## config.mk

```make
export PLATFORM = sky130hd
export DESIGN_NAME = proximity_steering_pulse_drive
export DESIGN_NICKNAME = d
export VERILOG_FILES = /design/src/hw/rtl/psp_pkg.sv /design/src/hw/rtl/proximity_steering_pulse_drive.sv
export VERILOG_INCLUDE_DIRS = /design/src /design/src/hw/rtl
export SDC_FILE = /design/constraint.sdc
export NUM_CORES = 1
export LEC_CHECK = 0
export BUFFER_PORTS_ARGS = -buffer_cell sky130_fd_sc_hd__buf_2
export CORE_MARGIN = 2
export CORE_UTILIZATION = 61
export CTS_CLUSTER_DIAMETER = 80
export DETAILED_ROUTE_END_ITERATION = 7
export PLACE_DENSITY = 0.88
export SETUP_SLACK_MARGIN = 0.15
export SLEW_MARGIN = 40
export SYNTH_ARGS = -nofsm -noshare
export SYNTH_HDL_FRONTEND = slang
export SYNTH_SLANG_ARGS = --single-unit
```

## constraint.sdc

```tcl
create_clock -name clk -period 6.08 [get_ports clk]
set_clock_uncertainty 0.05 [all_clocks]
set_input_delay 0.304 -clock clk [delete_from_list [all_inputs] [get_ports clk]]
set_output_delay 0.304 -clock clk [all_outputs]
set_load 0.03 [all_outputs]
```

## src/hw/rtl/proximity_steering_pulse_drive_defines.svh

```systemverilog
// ----------------------------------------------------------------------------
// proximity steering pulse drive: assertion macros
// shared concurrent assertion forms, clocked on clk and disabled in reset
// ----------------------------------------------------------------------------
`ifndef PROXIMITY_STEERING_PULSE_DRIVE_DEFINES_SVH
`define PROXIMITY_STEERING_PULSE_DRIVE_DEFINES_SVH

`ifndef ASSERT_OFF

// same-cycle implication
`define PSP_ASSERT_IMPL(label, ante, cons, msg) \
    label: assert property (@(posedge clk) disable iff (!rst_n) (ante) |-> (cons)) \
        else $error(msg);

// next-cycle implication
`define PSP_ASSERT_NEXT(label, ante, cons, msg) \
    label: assert property (@(posedge clk) disable iff (!rst_n) (ante) |=> (cons)) \
        else $error(msg);

`else

`define PSP_ASSERT_IMPL(label, ante, cons, msg)
`define PSP_ASSERT_NEXT(label, ante, cons, msg)

`endif

`endif

```

## src/hw/rtl/psp_pkg.sv

```systemverilog
// ----------------------------------------------------------------------------
// psp_pkg
// types and constants of the proximity steering pulse drive
// ----------------------------------------------------------------------------
package psp_pkg;

    localparam int SENSOR_BITS = 10;
    localparam int PEAK_W      = SENSOR_BITS + 1;
    localparam int SCALE_SHIFT = 6;
    localparam int DECAY_SHIFT = 6;
    localparam int DIV_W       = SENSOR_BITS + SCALE_SHIFT;
    localparam int TICK_W      = 7;
    localparam int MAG_W       = 7;
    localparam int NEAR_W      = 11;
    localparam int CFG_DATA_W  = 11;
    localparam int CFG_IDX_W   = 3;
    localparam int DRIVE_W     = 8;

    // register indexes
    localparam logic [CFG_IDX_W-1:0] REG_ON_TICKS   = 3'd0;
    localparam logic [CFG_IDX_W-1:0] REG_OFF_TICKS  = 3'd1;
    localparam logic [CFG_IDX_W-1:0] REG_PULSE_MAG  = 3'd2;
    localparam logic [CFG_IDX_W-1:0] REG_DEAD_ZONE  = 3'd3;
    localparam logic [CFG_IDX_W-1:0] REG_NEAR_LIMIT = 3'd4;

    // register reset values
    localparam logic [TICK_W-1:0] ON_TICKS_RST   = 7'd4;
    localparam logic [TICK_W-1:0] OFF_TICKS_RST  = 7'd6;
    localparam logic [MAG_W-1:0]  PULSE_MAG_RST  = 7'd101;
    localparam logic [MAG_W-1:0]  DEAD_ZONE_RST  = 7'd8;
    localparam logic [NEAR_W-1:0] NEAR_LIMIT_RST = 11'd220;

    localparam logic signed [DRIVE_W-1:0] DRIVE_MAX = 8'sd127;
    localparam logic signed [DRIVE_W-1:0] DRIVE_MIN = -8'sd127;

    typedef struct packed {
        logic [SENSOR_BITS-1:0]      prox_left;
        logic [SENSOR_BITS-1:0]      prox_right;
        logic signed [DRIVE_W-1:0]   forward_cmd;
    } in_beat_t;

    typedef struct packed {
        logic signed [DRIVE_W-1:0]   motor_left;
        logic signed [DRIVE_W-1:0]   motor_right;
    } out_beat_t;

    // saturate a 9-bit drive sum to +-127
    function automatic logic signed [DRIVE_W-1:0] clamp_drive(
        input logic signed [DRIVE_W:0] v
    );
        logic signed [DRIVE_W-1:0] r;
        if (v > DRIVE_W'(DRIVE_MAX) && v > 9'sd127) begin
            r = DRIVE_MAX;
        end
        else if (v < -9'sd127) begin
            r = DRIVE_MIN;
        end
        else begin
            r = v[DRIVE_W-1:0];
        end
        return r;
    endfunction

endpackage

```

## src/hw/rtl/proximity_steering_pulse_drive.sv

```systemverilog
// ----------------------------------------------------------------------------
// proximity_steering_pulse_drive
// peak-normalized left/right steering with a pulsed turn and motor clamping
// ----------------------------------------------------------------------------
// usage
//   in channel (in_valid / in_stall / in_data) takes one beat per control tick:
//   both proximity readings and a signed forward command. out channel
//   (out_valid / out_stall / out_data) returns one beat with both motor drives.
//   cfg_we / cfg_index / cfg_data write the five registers; the user must
//   do so only while idle (unchecked); an index past the last one is ignored.
// timing
//   the scaled difference comes from a restoring divider that retires one
//   quotient bit per cycle over DIV_W (16) bits; the finish state then puts
//   out_valid up once the output register is free, and in_stall drops with
//   it, so no new beat is taken before the last one is finished. with a
//   zero peak the divider is skipped and the beat goes to the finish state.
// reset
//   registers return to their defaults, the peak and pulse timer clear, the
//   pulse starts off so the first tick turns it on.
// stall
//   the result sits in the output register while out_stall is high; the next
//   beat is still taken and worked on, and waits in the finish state if the
//   output register is still full.
// ----------------------------------------------------------------------------
`include "proximity_steering_pulse_drive_defines.svh"

module proximity_steering_pulse_drive (
    input  logic                                 clk,
    input  logic                                 rst_n,
    input  logic                                 in_valid,
    output logic                                 in_stall,
    input  psp_pkg::in_beat_t                    in_data,
    output logic                                 out_valid,
    input  logic                                 out_stall,
    output psp_pkg::out_beat_t                   out_data,
    input  logic                                 cfg_we,
    input  logic [psp_pkg::CFG_IDX_W-1:0]        cfg_index,
    input  logic [psp_pkg::CFG_DATA_W-1:0]       cfg_data
);

    localparam int PEAK_W = psp_pkg::PEAK_W;
    localparam int DIV_W  = psp_pkg::DIV_W;
    localparam int SB     = psp_pkg::SENSOR_BITS;
    localparam int CNT_W  = $clog2(DIV_W);
    localparam int CMP_W  = (PEAK_W > psp_pkg::NEAR_W) ? PEAK_W : psp_pkg::NEAR_W;
    localparam int DW     = psp_pkg::DRIVE_W;

    typedef enum logic [1:0] {
        S_IDLE,
        S_DIV,
        S_DONE
    } state_t;

    // configuration registers
    logic [psp_pkg::TICK_W-1:0] on_ticks_reg;
    logic [psp_pkg::TICK_W-1:0] off_ticks_reg;
    logic [psp_pkg::MAG_W-1:0]  pulse_mag_reg;
    logic [psp_pkg::MAG_W-1:0]  dead_zone_reg;
    logic [psp_pkg::NEAR_W-1:0] near_limit_reg;

    // tracked state
    state_t                     state_reg, state_next;
    logic [PEAK_W-1:0]          peak_reg, peak_next;
    logic [psp_pkg::TICK_W-1:0] timer_reg, timer_next;
    logic                       pulse_on_reg, pulse_on_next;
    logic [CNT_W-1:0]           cnt_reg, cnt_next;
    logic                       out_valid_reg, out_valid_next;
    psp_pkg::out_beat_t         out_data_reg, out_data_next;

    // divider datapath (no reset)
    logic [DIV_W-1:0]           quo_reg, quo_next;
    logic [PEAK_W-1:0]          rem_reg, rem_next;
    logic                       neg_reg, neg_next;
    logic signed [DW-1:0]       fwd_reg, fwd_next;

    logic                       in_fire;
    logic [PEAK_W-1:0]          sum;
    logic [PEAK_W+psp_pkg::DECAY_SHIFT-1:0] decay_full;
    logic [PEAK_W-1:0]          new_peak;
    logic [SB-1:0]              abs_diff;
    logic                       diff_neg;
    logic [PEAK_W:0]            trial;
    logic                       trial_ge;
    logic                       turn_en;
    logic                       fwd_zero;
    logic signed [DW-1:0]       fwd_eff;
    logic signed [DW-1:0]       turn;
    logic signed [DW:0]         left_sum;
    logic signed [DW:0]         right_sum;
    logic                       out_free;

    assign in_stall  = (state_reg != S_IDLE);
    assign in_fire   = in_valid && !in_stall;
    assign out_valid = out_valid_reg;
    assign out_data  = out_data_reg;
    assign out_free  = !out_valid_reg || !out_stall;

    // peak tracker: jump up to a larger sum, else decay by 63/64
    assign sum        = PEAK_W'(in_data.prox_left) + PEAK_W'(in_data.prox_right);
    assign decay_full = {peak_reg, {psp_pkg::DECAY_SHIFT{1'b0}}}
                        - (PEAK_W + psp_pkg::DECAY_SHIFT)'(peak_reg);
    assign new_peak   = (sum > peak_reg) ? sum
                        : decay_full[PEAK_W+psp_pkg::DECAY_SHIFT-1:psp_pkg::DECAY_SHIFT];

    assign diff_neg = in_data.prox_right > in_data.prox_left;
    assign abs_diff = diff_neg ? (in_data.prox_right - in_data.prox_left)
                               : (in_data.prox_left - in_data.prox_right);

    // one restoring divide step
    assign trial    = {rem_reg, quo_reg[DIV_W-1]};
    assign trial_ge = trial >= {1'b0, peak_reg};

    // result assembly from the finished quotient magnitude
    assign turn_en  = pulse_on_reg && (quo_reg != '0)
                      && (quo_reg >= DIV_W'(dead_zone_reg));
    assign fwd_zero = CMP_W'(peak_reg) > CMP_W'(near_limit_reg);
    assign fwd_eff  = fwd_zero ? '0 : fwd_reg;
    assign turn     = !turn_en ? '0
                      : (neg_reg ? -$signed({1'b0, pulse_mag_reg})
                                 :  $signed({1'b0, pulse_mag_reg}));
    assign left_sum  = (DW+1)'(fwd_eff) - (DW+1)'(turn);
    assign right_sum = (DW+1)'(fwd_eff) + (DW+1)'(turn);

    always_comb
    begin
        state_next     = state_reg;
        peak_next      = peak_reg;
        timer_next     = timer_reg;
        pulse_on_next  = pulse_on_reg;
        cnt_next       = cnt_reg;
        out_valid_next = out_valid_reg;
        out_data_next  = out_data_reg;
        quo_next       = quo_reg;
        rem_next       = rem_reg;
        neg_next       = neg_reg;
        fwd_next       = fwd_reg;

        if (out_valid_reg && !out_stall) begin
            out_valid_next = 1'b0;
        end

        unique case (state_reg)
            S_IDLE:
            begin
                if (in_fire) begin
                    peak_next = new_peak;
                    neg_next  = diff_neg;
                    fwd_next  = in_data.forward_cmd;
                    rem_next  = '0;
                    cnt_next  = CNT_W'(DIV_W - 1);
                    // free-running pulse timer, a length of zero acts as one
                    if (timer_reg <= psp_pkg::TICK_W'(1)) begin
                        pulse_on_next = !pulse_on_reg;
                        timer_next    = pulse_on_reg ? off_ticks_reg : on_ticks_reg;
                    end
                    else begin
                        timer_next = timer_reg - 1'b1;
                    end
                    if (new_peak == '0) begin
                        // raw difference, no scaling
                        quo_next   = DIV_W'(abs_diff);
                        state_next = S_DONE;
                    end
                    else begin
                        quo_next   = {abs_diff, {psp_pkg::SCALE_SHIFT{1'b0}}};
                        state_next = S_DIV;
                    end
                end
            end
            S_DIV:
            begin
                quo_next = {quo_reg[DIV_W-2:0], trial_ge};
                rem_next = trial_ge ? PEAK_W'(trial - {1'b0, peak_reg})
                                    : trial[PEAK_W-1:0];
                cnt_next = cnt_reg - 1'b1;
                if (cnt_reg == '0) begin
                    state_next = S_DONE;
                end
            end
            S_DONE:
            begin
                if (out_free) begin
                    out_valid_next            = 1'b1;
                    out_data_next.motor_left  = psp_pkg::clamp_drive(left_sum);
                    out_data_next.motor_right = psp_pkg::clamp_drive(right_sum);
                    state_next                = S_IDLE;
                end
            end
            default:
            begin
                state_next = S_IDLE;
            end
        endcase
    end

    // control state, tracked state and the output register
    always_ff @(posedge clk or negedge rst_n)
    begin
        if (!rst_n) begin
            state_reg     <= S_IDLE;
            peak_reg      <= '0;
            timer_reg     <= '0;
            pulse_on_reg  <= 1'b0;
            cnt_reg       <= '0;
            out_valid_reg <= 1'b0;
            out_data_reg  <= '0;
        end
        else begin
            state_reg     <= state_next;
            peak_reg      <= peak_next;
            timer_reg     <= timer_next;
            pulse_on_reg  <= pulse_on_next;
            cnt_reg       <= cnt_next;
            out_valid_reg <= out_valid_next;
            out_data_reg  <= out_data_next;
        end
    end

    // divider operands
    always_ff @(posedge clk)
    begin
        quo_reg <= quo_next;
        rem_reg <= rem_next;
        neg_reg <= neg_next;
        fwd_reg <= fwd_next;
    end

    // configuration registers
    always_ff @(posedge clk or negedge rst_n)
    begin
        if (!rst_n) begin
            on_ticks_reg   <= psp_pkg::ON_TICKS_RST;
            off_ticks_reg  <= psp_pkg::OFF_TICKS_RST;
            pulse_mag_reg  <= psp_pkg::PULSE_MAG_RST;
            dead_zone_reg  <= psp_pkg::DEAD_ZONE_RST;
            near_limit_reg <= psp_pkg::NEAR_LIMIT_RST;
        end
        else if (cfg_we) begin
            unique case (cfg_index)
                psp_pkg::REG_ON_TICKS:   on_ticks_reg   <= cfg_data[psp_pkg::TICK_W-1:0];
                psp_pkg::REG_OFF_TICKS:  off_ticks_reg  <= cfg_data[psp_pkg::TICK_W-1:0];
                psp_pkg::REG_PULSE_MAG:  pulse_mag_reg  <= cfg_data[psp_pkg::MAG_W-1:0];
                psp_pkg::REG_DEAD_ZONE:  dead_zone_reg  <= cfg_data[psp_pkg::MAG_W-1:0];
                psp_pkg::REG_NEAR_LIMIT: near_limit_reg <= cfg_data[psp_pkg::NEAR_W-1:0];
                default:
                begin
                end
            endcase
        end
    end

    // an accepted beat always starts work
    `PSP_ASSERT_NEXT(a_accept_busy, in_fire, state_reg != S_IDLE, "accept left block idle")
    // partial remainder stays below the divisor
    `PSP_ASSERT_IMPL(a_rem_bound, state_reg == S_DIV, rem_reg < peak_reg, "remainder overflow")
    // a divide never starts with a zero peak
    `PSP_ASSERT_IMPL(a_div_nonzero, state_reg == S_DIV, peak_reg != '0, "divide by zero peak")
    // clamping never lets the most negative code through
    `PSP_ASSERT_IMPL(a_clamp, out_valid_reg,
        out_data_reg.motor_left != 8'sh80 && out_data_reg.motor_right != 8'sh80,
        "motor drive not clamped")

endmodule

```

* Yosys cells after proc, flatten, opt, wreduce, memory -nomap -nowiden
Index checks and enable logic that the tools add are counted.
** Storage, ports and cells
- Register bits :: 117
- Input port bits :: 47
- Output and inout port bits :: 18
- Word-level logic and storage cells :: 99
** Operators by class
- Add/sub/neg operators :: 10
- Magnitude comparators :: 10
- Equal/unequal tests :: 9
- Multiplexer cells :: 27
- Reduce and logical (&&, ||, !) cells :: 26
** Operators by type and width (number)
- 2-to-1 mux 8 bit :: 7
- 2-to-1 mux 11 bit :: 3
- 2-to-1 mux 16 bit :: 2
- case mux 16 bit (2 select lines) :: 1
- greater-than comparator 11 bit :: 2
- case mux 11 bit (2 select lines) :: 1
- subtractor 10 bit :: 2
- greater-than comparator 9 x 8 -> 1 bit (second input constant) :: 2
- < comparator 9 x 8 -> 1 bit (second input constant) :: 2
- subtractor 17 x 11 -> 17 bit :: 1
- >= comparator 16 x 7 -> 1 bit :: 1
- AND reduction 2 bit :: 8
- nonzero test 16 bit :: 1
- 2-to-1 mux 7 bit :: 2
- >= comparator 12 x 11 -> 1 bit :: 1
- adder 10 x 10 -> 11 bit :: 1
- zero test 11 bit :: 1
- subtractor 11 bit :: 1
- greater-than comparator 10 bit :: 1
- 2-to-1 mux 10 bit :: 1
- adder 8 x 8 -> 9 bit :: 1
- subtractor 8 x 8 -> 9 bit :: 1
- 2-to-1 mux 2 bit :: 4
- negator 7 -> 8 bit :: 1
- 21 further kinds :: 34

* Longest topological paths before layout
Gate-level depths: netlist of run 1.
- Depth in word-level cells :: 8
- Depth in mapped cells :: 22
- Gate-level depth less buffers :: 21

* Least setup slack after synthesis of run 1
OpenSTA, ideal clock, no wires.
- Path type :: register to register
- Start :: reg quo_reg[0]
- End :: reg out_data_reg (netlist bit out_data[9])
- Library setup time :: 99 ps
- Arrival time :: 4494 ps
- Data required time :: 5931 ps
- Path slack :: 1437 ps
- Cell stages (with the launch flop) :: 22
- Path buffers :: 1
- Clock period less this slack :: 4643 ps
- Cells stage by stage :: edfxtp_1 > inv_1 > ha_1 > nand2b_1 > a21o_1 > a21o_1 > a21o_1 > a21o_1 > a21o_1 > a211oi_1 > clkbuf_1 > nor3_1 > ha_1 > fa_1 > nand2b_1 > a21oi_1 > o21ai_0 > a21oi_1 > o21ai_0 > a31oi_1 > nand2_1 > a311oi_1
** Between the ends
- Longest elaborated chain between the ends :: 8
- Elaborated cells between the ends (all ways) :: 10
- Classes of those cells :: add/sub (1); order compare (3); mux (3); reduce/logical (3)
** RTL lines
- from (decl) :: RTL line proximity_steering_pulse_drive.sv:71 : logic [DIV_W-1:0] quo_reg, quo_next;
- from (signal assigned) :: RTL line proximity_steering_pulse_drive.sv:222 : quo_reg <= quo_next;
- branches (longest 2 deep; another with >= comparator 16 x 7 -> 1 bit)
- logical AND 1 bit (*) :: RTL line proximity_steering_pulse_drive.sv:115 : && (quo_reg >= DIV_W'(dead_zone_reg));
- 2-to-1 mux 8 bit (*) :: RTL line proximity_steering_pulse_drive.sv:118 : assign turn = !turn_en ? '0
- subtractor 8 x 8 -> 9 bit (*) :: RTL line proximity_steering_pulse_drive.sv:121 : assign left_sum = (DW+1)'(fwd_eff) - (DW+1)'(turn);
- < comparator 9 x 8 -> 1 bit :: RTL line psp_pkg.sv:55 : else if (v < -9'sd127) begin
- 2-to-1 mux 8 bit :: RTL line psp_pkg.sv:55
- 2-to-1 mux 8 bit (*) :: RTL line psp_pkg.sv:52 : if (v > DRIVE_W'(DRIVE_MAX) && v > 9'sd127) begin
- to (signal assigned) :: RTL line proximity_steering_pulse_drive.sv:215 : out_data_reg <= out_data_next;
- to (decl) :: RTL line proximity_steering_pulse_drive.sv:68 : psp_pkg::out_beat_t out_data_reg, out_data_next;
Every way passes the cells marked *.
A chain may end at the register's enable or synchronous reset.

* Final worst setup path of run 1
- Start :: reg peak_reg[1]
- End :: reg out_data_reg (netlist bit out_data[9])
** Between the ends
- Longest elaborated chain between the ends :: 6
- Elaborated cells between the ends (all ways) :: 7
- Classes of those cells :: add/sub (1); order compare (3); mux (3)
** RTL lines
- from (decl) :: RTL line proximity_steering_pulse_drive.sv:63 : logic [PEAK_W-1:0] peak_reg, peak_next;
- from (signal assigned) :: RTL line proximity_steering_pulse_drive.sv:210 : peak_reg <= peak_next;
- greater-than comparator 11 bit (*) :: RTL line proximity_steering_pulse_drive.sv:116 : assign fwd_zero = CMP_W'(peak_reg) > CMP_W'(near_limit_reg);
- 2-to-1 mux 8 bit (*) :: RTL line proximity_steering_pulse_drive.sv:117 : assign fwd_eff = fwd_zero ? '0 : fwd_reg;
- subtractor 8 x 8 -> 9 bit (*) :: RTL line proximity_steering_pulse_drive.sv:121
- < comparator 9 x 8 -> 1 bit :: RTL line psp_pkg.sv:55
- 2-to-1 mux 8 bit :: RTL line psp_pkg.sv:55
- 2-to-1 mux 8 bit (*) :: RTL line psp_pkg.sv:52
Mark *: on every way between the ends. The rest lies on a longest branch, timed or not.

==> impl_metrics.toml, run 1 <==
[cts]
clockRootBuffer = "clkbuf_16"
clk_latency_ns = 0.42
cts_setup_buffers = 0
cts.clk_slew.worst_paths_ns = 0.06
cts_htree_levels = 4
clockBufferDepth = 2
cts_inserted_buffers = 17
clock_sinks = 117
cts_tree = "built"

[power]
p_comb_share_pct = 56.9
p_sw_share_pct = 45.7
power.leakage_nw = 4.53
vdd_drop_max_mv = 0.293
p_seq_share_pct = 25.3
p_per_area_nw_per_um2 = 579
clkPwrFrac_pct = 17.8
p_sw_mw = 2.71
p_int_mw = 3.22

[worst_setup_path]
path_cells = "ha_1 -> nor2b_1 -> o21a_1 -> o21a_1 -> o21a_1 -> o211ai_1 -> a21oi_1 -> o311a_1 -> or2_2 -> ha_1 -> fa_1 -> nand2b_1 -> a21oi_1 -> o21ai_0 -> a21oi_1 -> o21ai_0 -> a31oi_1 -> nand2_1 -> a311oi_1"
path_buf_inv = 0
critPathTopFamily = "compound AO/OA/AOI/OAI gates"
r2r_start = "peak_reg[1]$_DFFE_PN0P_"
cp-end-kind = "flop"
slowest_delay_ns = 0.52
r2r_end = "out_data[9]$_DFFE_PN0P_"
crit_required_ns = 6.34
ff2ff_path_depth = 19
cp-start-kind = "flop"
arrival_ns = 5.56
critical_path_class = "flop to flop"
cp_max_fo = 10
crit_slowest_cell = "dfrtp_1"
r2r_slack_ns = 0.78

[routing]
drt-pass1-iter-count = 5
post_drt_wl_per_cell_um = 17.6
antenna_left = 0
drtIter0Drc = 732
route.vias.total = 7906
finalWirelength_mm = 22.2
via_per_inst = 6.29
route.detailed.drc = 0

[grt]
grt_pass1_vias = 7597
gr-usage-all-layers_pct = 28.2
grt_pass1_wl_mm = 36.5
antenna_found_initial = 0
grt_max_degree = 82
overflow = 0

[place]
gp_congestion = 0.910
io_buffers = 64
dp_hpwl_mm = 16.0

[timing]
finalHoldViolations = 0
tightest_slew_ns = 0.774
rsz0062_at_grt = "false"
fin_crit_ns = 5.30
max_slew_margin_pct = 48.1
slew_violations = 0
max_freq_mhz = 189
finalCritPeriodShare_pct = 87.1
totalNegativeSetupSlack_ns = 0
setup_viol = 0

[cells_and_area]
diodes = 0
drive_above_1_share_pct = 16.4
final_cell_mix = "nand2_1, ha_1, inv_1"
layout_commonest_cell = "nand2_1"
synthToLayoutAreaGrowth_pct = 12.2
final_util_pct = 70.2
nNetsFinal = 1207

[run]
max_cap_viol_count = 0

[logic_synthesis]
synth-seq-area-share_pct = 34.2
synth-main-ff-cell = "dfrtp_1"
syn_area_per_cell_um2 = 9.10
synthesis.nets = 1150
yosysWarnings = 0
async_flop_share_pct = 69.2
ys_types = 82
postSynthCellCount = 1003
yosys_register_bits = 117
synth_edf_count = 36
syn_area_um2 = 9130

[floorplan]
fp.dieArea_um2 = 16000
die_h_um = 126
rows = 44
die_w_um = 126
start_util_pct = 62.6
io_pins = 65
coreArea_um2 = 14600

[hold_path]
worstHoldStart = "in_data[1]"
whs_path_depth = 1
worstHoldEndpoint = "fwd_reg[1]$_DFFE_PP_"
min_path_type = "input pin to flop"

[status]
status = "finished, final reports clean"
-- metrics by stage --
step           hold WS [ns]  setup WS (ns)  power [mW]  instance area, um^2  cells
2_1_floorplan       -0.0416           1.44        4.00                 9130   1003
3_3_place_gp          0.407           1.10        4.63                 9580   1224
3_5_place_dp          0.349          0.872        4.77                 9600   1224
4_1_cts             0.00483          0.849        5.87                10200   1257
5_1_grt             0.00106          0.343        6.36                10200   1257
6_report            0.00887          0.782        5.93                10200   1257
-- worst max-delay path by stage --
stage	startpoint	end	slack (ns)	cells past startpoint
floorplan	quo_reg[0]$_DFFE_PP_	out_data[9]$_DFFE_PN0P_	1.44	21
finish	peak_reg[1]$_DFFE_PN0P_	out_data[9]$_DFFE_PN0P_	0.78	19
global route	peak_reg[1]$_DFFE_PN0P_	out_data[9]$_DFFE_PN0P_	0.34	19
CTS	peak_reg[1]$_DFFE_PN0P_	out_data[9]$_DFFE_PN0P_	0.85	19
detailed placement	in_data[8]	quo_reg[15]$_DFFE_PP_	0.87	18
global placement	in_data[8]	quo_reg[15]$_DFFE_PP_	1.10	18
-- layout make-up --
class	instances	area (um^2)
Timing Repair Buffer	70	374
Inverter	82	308
Clock inverter	10	153
Clock buffer	22	464
Sequential cell	117	3120
Multi-Input combinational cell	772	5590
Tap cell	184	230
Fill cell	1077	4350
-- per-layer routing --
metal  track usage, %  vias up  wire length, um
li1                 -     3763                -
met1             35.2     3771             9220
met2             48.2      310            11000
met3             5.31       62             1320
met4             11.6        0              665
met5                0        -                0
-- synthesized netlist by cell type, drive strengths merged, types with 5 or more instances --
library cell  count  area share, %
inv              82            3.4
xnor2            30            2.9
nand2           102            4.2
a31o              5           0.58
nand4             9           0.62
a31oi            16            1.2
or3              15            1.0
nand3            22            1.2
ha               94             13
or4               5           0.45
and2              9           0.62
a211oi           17            1.5
buf              10           0.67
nand2b           10           0.69
or2               7           0.48
dfrtp            68             19
o211ai            7           0.58
fa                6            1.3
o21a              7           0.58
mux2i            22            2.4
nor2             68            2.8
edfxtp           36             12
a311oi            5           0.48
nor2b            14           0.99
dfstp            13            3.7
o21ai            73            4.0
a21oi            48            2.6
xor2              8           0.77
o21bai            7           0.58
mux2             29            3.6
a21o             15            1.2
o31ai            16            1.5
and3              5           0.34
nor3             32            1.9
nor4             11           0.92
a2111oi           6           0.86
clkbuf           22           0.90
-- power by group through the flow --
stage          Combinational, mW  Sequential (mW)  Clock [mW]
2_1_floorplan               2.49             1.52           0
3_3_place_gp                3.14             1.49           0
3_5_place_dp                3.26             1.50           0
4_1_cts                     3.32             1.50        1.05
5_1_grt                     3.72             1.54        1.09
6_report                    3.37             1.50        1.06
-- timing repair --
action | in CTS | in global routing
hold endpoints to repair | 68 | 0
endpoints found under the setup margin | 0 | 0
resized for setup | 0 | 0
hold buffers | 1 | 0
-- cells by family after synthesis --
logic type      Yosys count  synth area share [%]
compound gates          259                  19.4
flops                   117                  34.2
xor+xnor                 38                  3.65
fa+ha+maj               101                  14.3
simple gates            323                  17.5
mux                      51                  5.99
buf+inv                 114                  4.95
No activity file was read; power rests on OpenSTA's default activity.
==> run 2, diff against run 1 <==
==> constraint.sdc (replaced) <==
create_clock -name clk -period 6.08 [get_ports clk]
set_clock_uncertainty 0.05 [all_clocks]
set_input_delay 1.824 -clock clk [delete_from_list [all_inputs] [get_ports clk]]
set_output_delay 1.824 -clock clk [all_outputs]
set_load 0.03 [all_outputs]
==> run 2 against run 1 <==
Clock power decreased by 12%. Final area up 0.70%. Combinational power grew 4%. Worst setup slack got worse by 0.41 ns. Clock-buffer cell count is 3 lower. Wire length increased by 2.6%. Sequential share of layout area shrank 0.21 points. Power up 0.47%. Critical path depth up 3. Cell count is 1.3% higher. Die area stayed put. Sequential power is essentially flat. Largest cell class unchanged. Largest power group unchanged.
==> impl_metrics.toml, run 2 (synthesized netlist as in run 1, its figures left out) <==
[power]
p_per_area_nw_per_um2 = 578
vdd_drop_max_mv = 0.350
power.leakage_nw = 4.58

[timing]
tightest_slew_ns = 0.839
fin_crit_ns = 5.71
max_freq_mhz = 175
finalCritPeriodShare_pct = 93.9
max_slew_margin_pct = 43.7
finalHoldViolations = 0
slew_violations = 0
setup_viol = 0
layout_setup_ws_ns = 0.372
rsz0062_at_grt = "false"
totalNegativeSetupSlack_ns = 0
timing.hold.ws_ns = 0.426

[floorplan]
io_pins = 65
rows = 44
die_h_um = 126
fp.dieArea_um2 = 16000
die_w_um = 126
start_util_pct = 62.6
coreArea_um2 = 14600

[worst_setup_path]
cp_max_fo = 4
cp-end-kind = "flop"
critPathMostFrequentCell = "buf_4"
crit_slowest_cell = "fa_1"
path_cells = "buf_2 -> ha_1 -> fa_1 -> nor2b_2 -> o311ai_1 -> buf_4 -> nand3_1 -> a21oi_1 -> o21ba_2 -> inv_1 -> ha_1 -> a21oi_2 -> o21ai_1 -> nor4_2 -> buf_4 -> or2_2 -> mux2i_1 -> a211oi_2 -> buf_4 -> buf_4 -> a22oi_1 -> o21ai_1"
arrival_ns = 5.83
cp-start-kind = "input pin"
critPathTopFamily = "compound AO/OA/AOI/OAI gates"
path_buf_inv = 6
critical_path_class = "input pin to flop"
slowest_delay_ns = 0.41
crit_required_ns = 6.20

[cts]
clock_sinks = 117
clockRootBuffer = "clkbuf_16"
cts.clk_slew.worst_paths_ns = 0.05
clockBufferDepth = 2
clk_latency_ns = 0.42
cts_inserted_buffers = 17
cts_htree_levels = 4
cts_tree = "built"
postCtsHoldBufs = 0

[grt]
overflow = 0
antenna_found_initial = 0
gr-usage-all-layers_pct = 29.0
grt_pass1_wl_mm = 37.5
grt_max_degree = 82
grt_pass1_vias = 7833

[place]
io_buffers = 64
dp_hpwl_mm = 16.4
pre_cts_slack_ns = -0.0515
numPlacedInstances = 1239
gp_congestion = 0.942

[routing]
route.vias.total = 8068
drt-pass1-iter-count = 6
finalWirelength_mm = 22.8
antenna_left = 0
post_drt_wl_per_cell_um = 17.9
via_per_inst = 6.34
route.detailed.drc = 0
drtIter0Drc = 661

[cells_and_area]
layout_commonest_cell = "nand2_1"
nNetsFinal = 1223
fillCellCount = 1072
drive_above_1_share_pct = 18.2
synthToLayoutAreaGrowth_pct = 13.0
final_cell_mix = "nand2_1, ha_1, inv_1"
layoutNonFillerInstCount = 1273
diodes = 0

[run]
max_cap_viol_count = 0

[hold_path]
min_path_type = "flop to flop"

[status]
status = "finished, final reports clean"
run 2: cell types whose count changed in the layout (fill, tap and decap cells not counted), sizes merged:
cell,previous run,this run
buf,69,86
bufinv,4,1
clkbuf,22,19
clkinv,6,5
clkinvlp,0,4
dlygate4sd3,1,0
inv,82,85
run 2: timing repair:
action / CTS / global route
endpoints found under the setup margin: 0 / 18
gates resized for setup: 0 / 8
buffers inserted: 0 / 2
run 2: path summary, 6_finish.rpt:
kind / start / to / slack, ns / cells past startpoint
min: out_data[15]$_DFFE_PN0P_ / out_data[15]$_DFFE_PN0P_ / 0.43 / 2
max in group asynchronous: rst_n / out_data[9]$_DFFE_PN0P_ / 4.06 / 1
max: in_data[8] / quo_reg[8]$_DFFE_PP_ / 0.37 / 22
max reg2reg: peak_reg[1]$_DFFE_PN0P_ / out_data[9]$_DFFE_PN0P_ / 0.74 / 19
min in group asynchronous: rst_n / timer_reg[2]$_DFFE_PN0P_ / 1.36 / 1
min reg2reg: out_data[15]$_DFFE_PN0P_ / out_data[15]$_DFFE_PN0P_ / 0.43 / 2
run 2: cell type report:
class | count | area (um^2) | share of cell area [%]
clock buffer | 19 | 443 | 4.30
multi-input combinational | 772 | 5610 | 54.4
inverter | 82 | 308 | 2.99
sequential | 117 | 3120 | 30.3
clock inverter | 13 | 106 | 1.03
tap | 184 | 230 | 2.23
timing repair buffer | 86 | 492 | 4.77
run 2: worst min-delay path: stages (launching register included):
cell and delay (ns):
dfrtp_1 0.33, nand2_1 0.05, o21ai_0 0.06
run 2: through the flow:
stage | total power, mW | utilization [%] | instance area [um^2]
4_1_cts | 5.85 | 70.4 | 10300
6_report | 5.96 | 70.7 | 10300
3_3_place_gp | 4.73 | 66.4 | 9690
3_5_place_dp | 4.86 | 66.6 | 9710
5_1_grt | 6.39 | 70.7 | 10300
2_1_floorplan | 4.00 | - | 9130
run 2: report_power, final:
part	internal (mW)	switching [mW]	leakage, nW
Sequential	1.23	0.279	1.31
Clock	0.568	0.370	0.266
Combinational	1.37	2.15	3.00
Total	3.16	2.80	4.58
run 2: routing by layer:
| layer | track usage (%) | vias up | wire length [um] |
|---|---|---|---|
| li1 | - | 3798 | - |
| met1 | 35.3 | 3815 | 9270 |
| met2 | 49.8 | 384 | 11200 |
| met5 | 0 | - | 0 |
| met4 | 13.8 | 0 | 751 |
| met3 | 5.57 | 71 | 1570 |
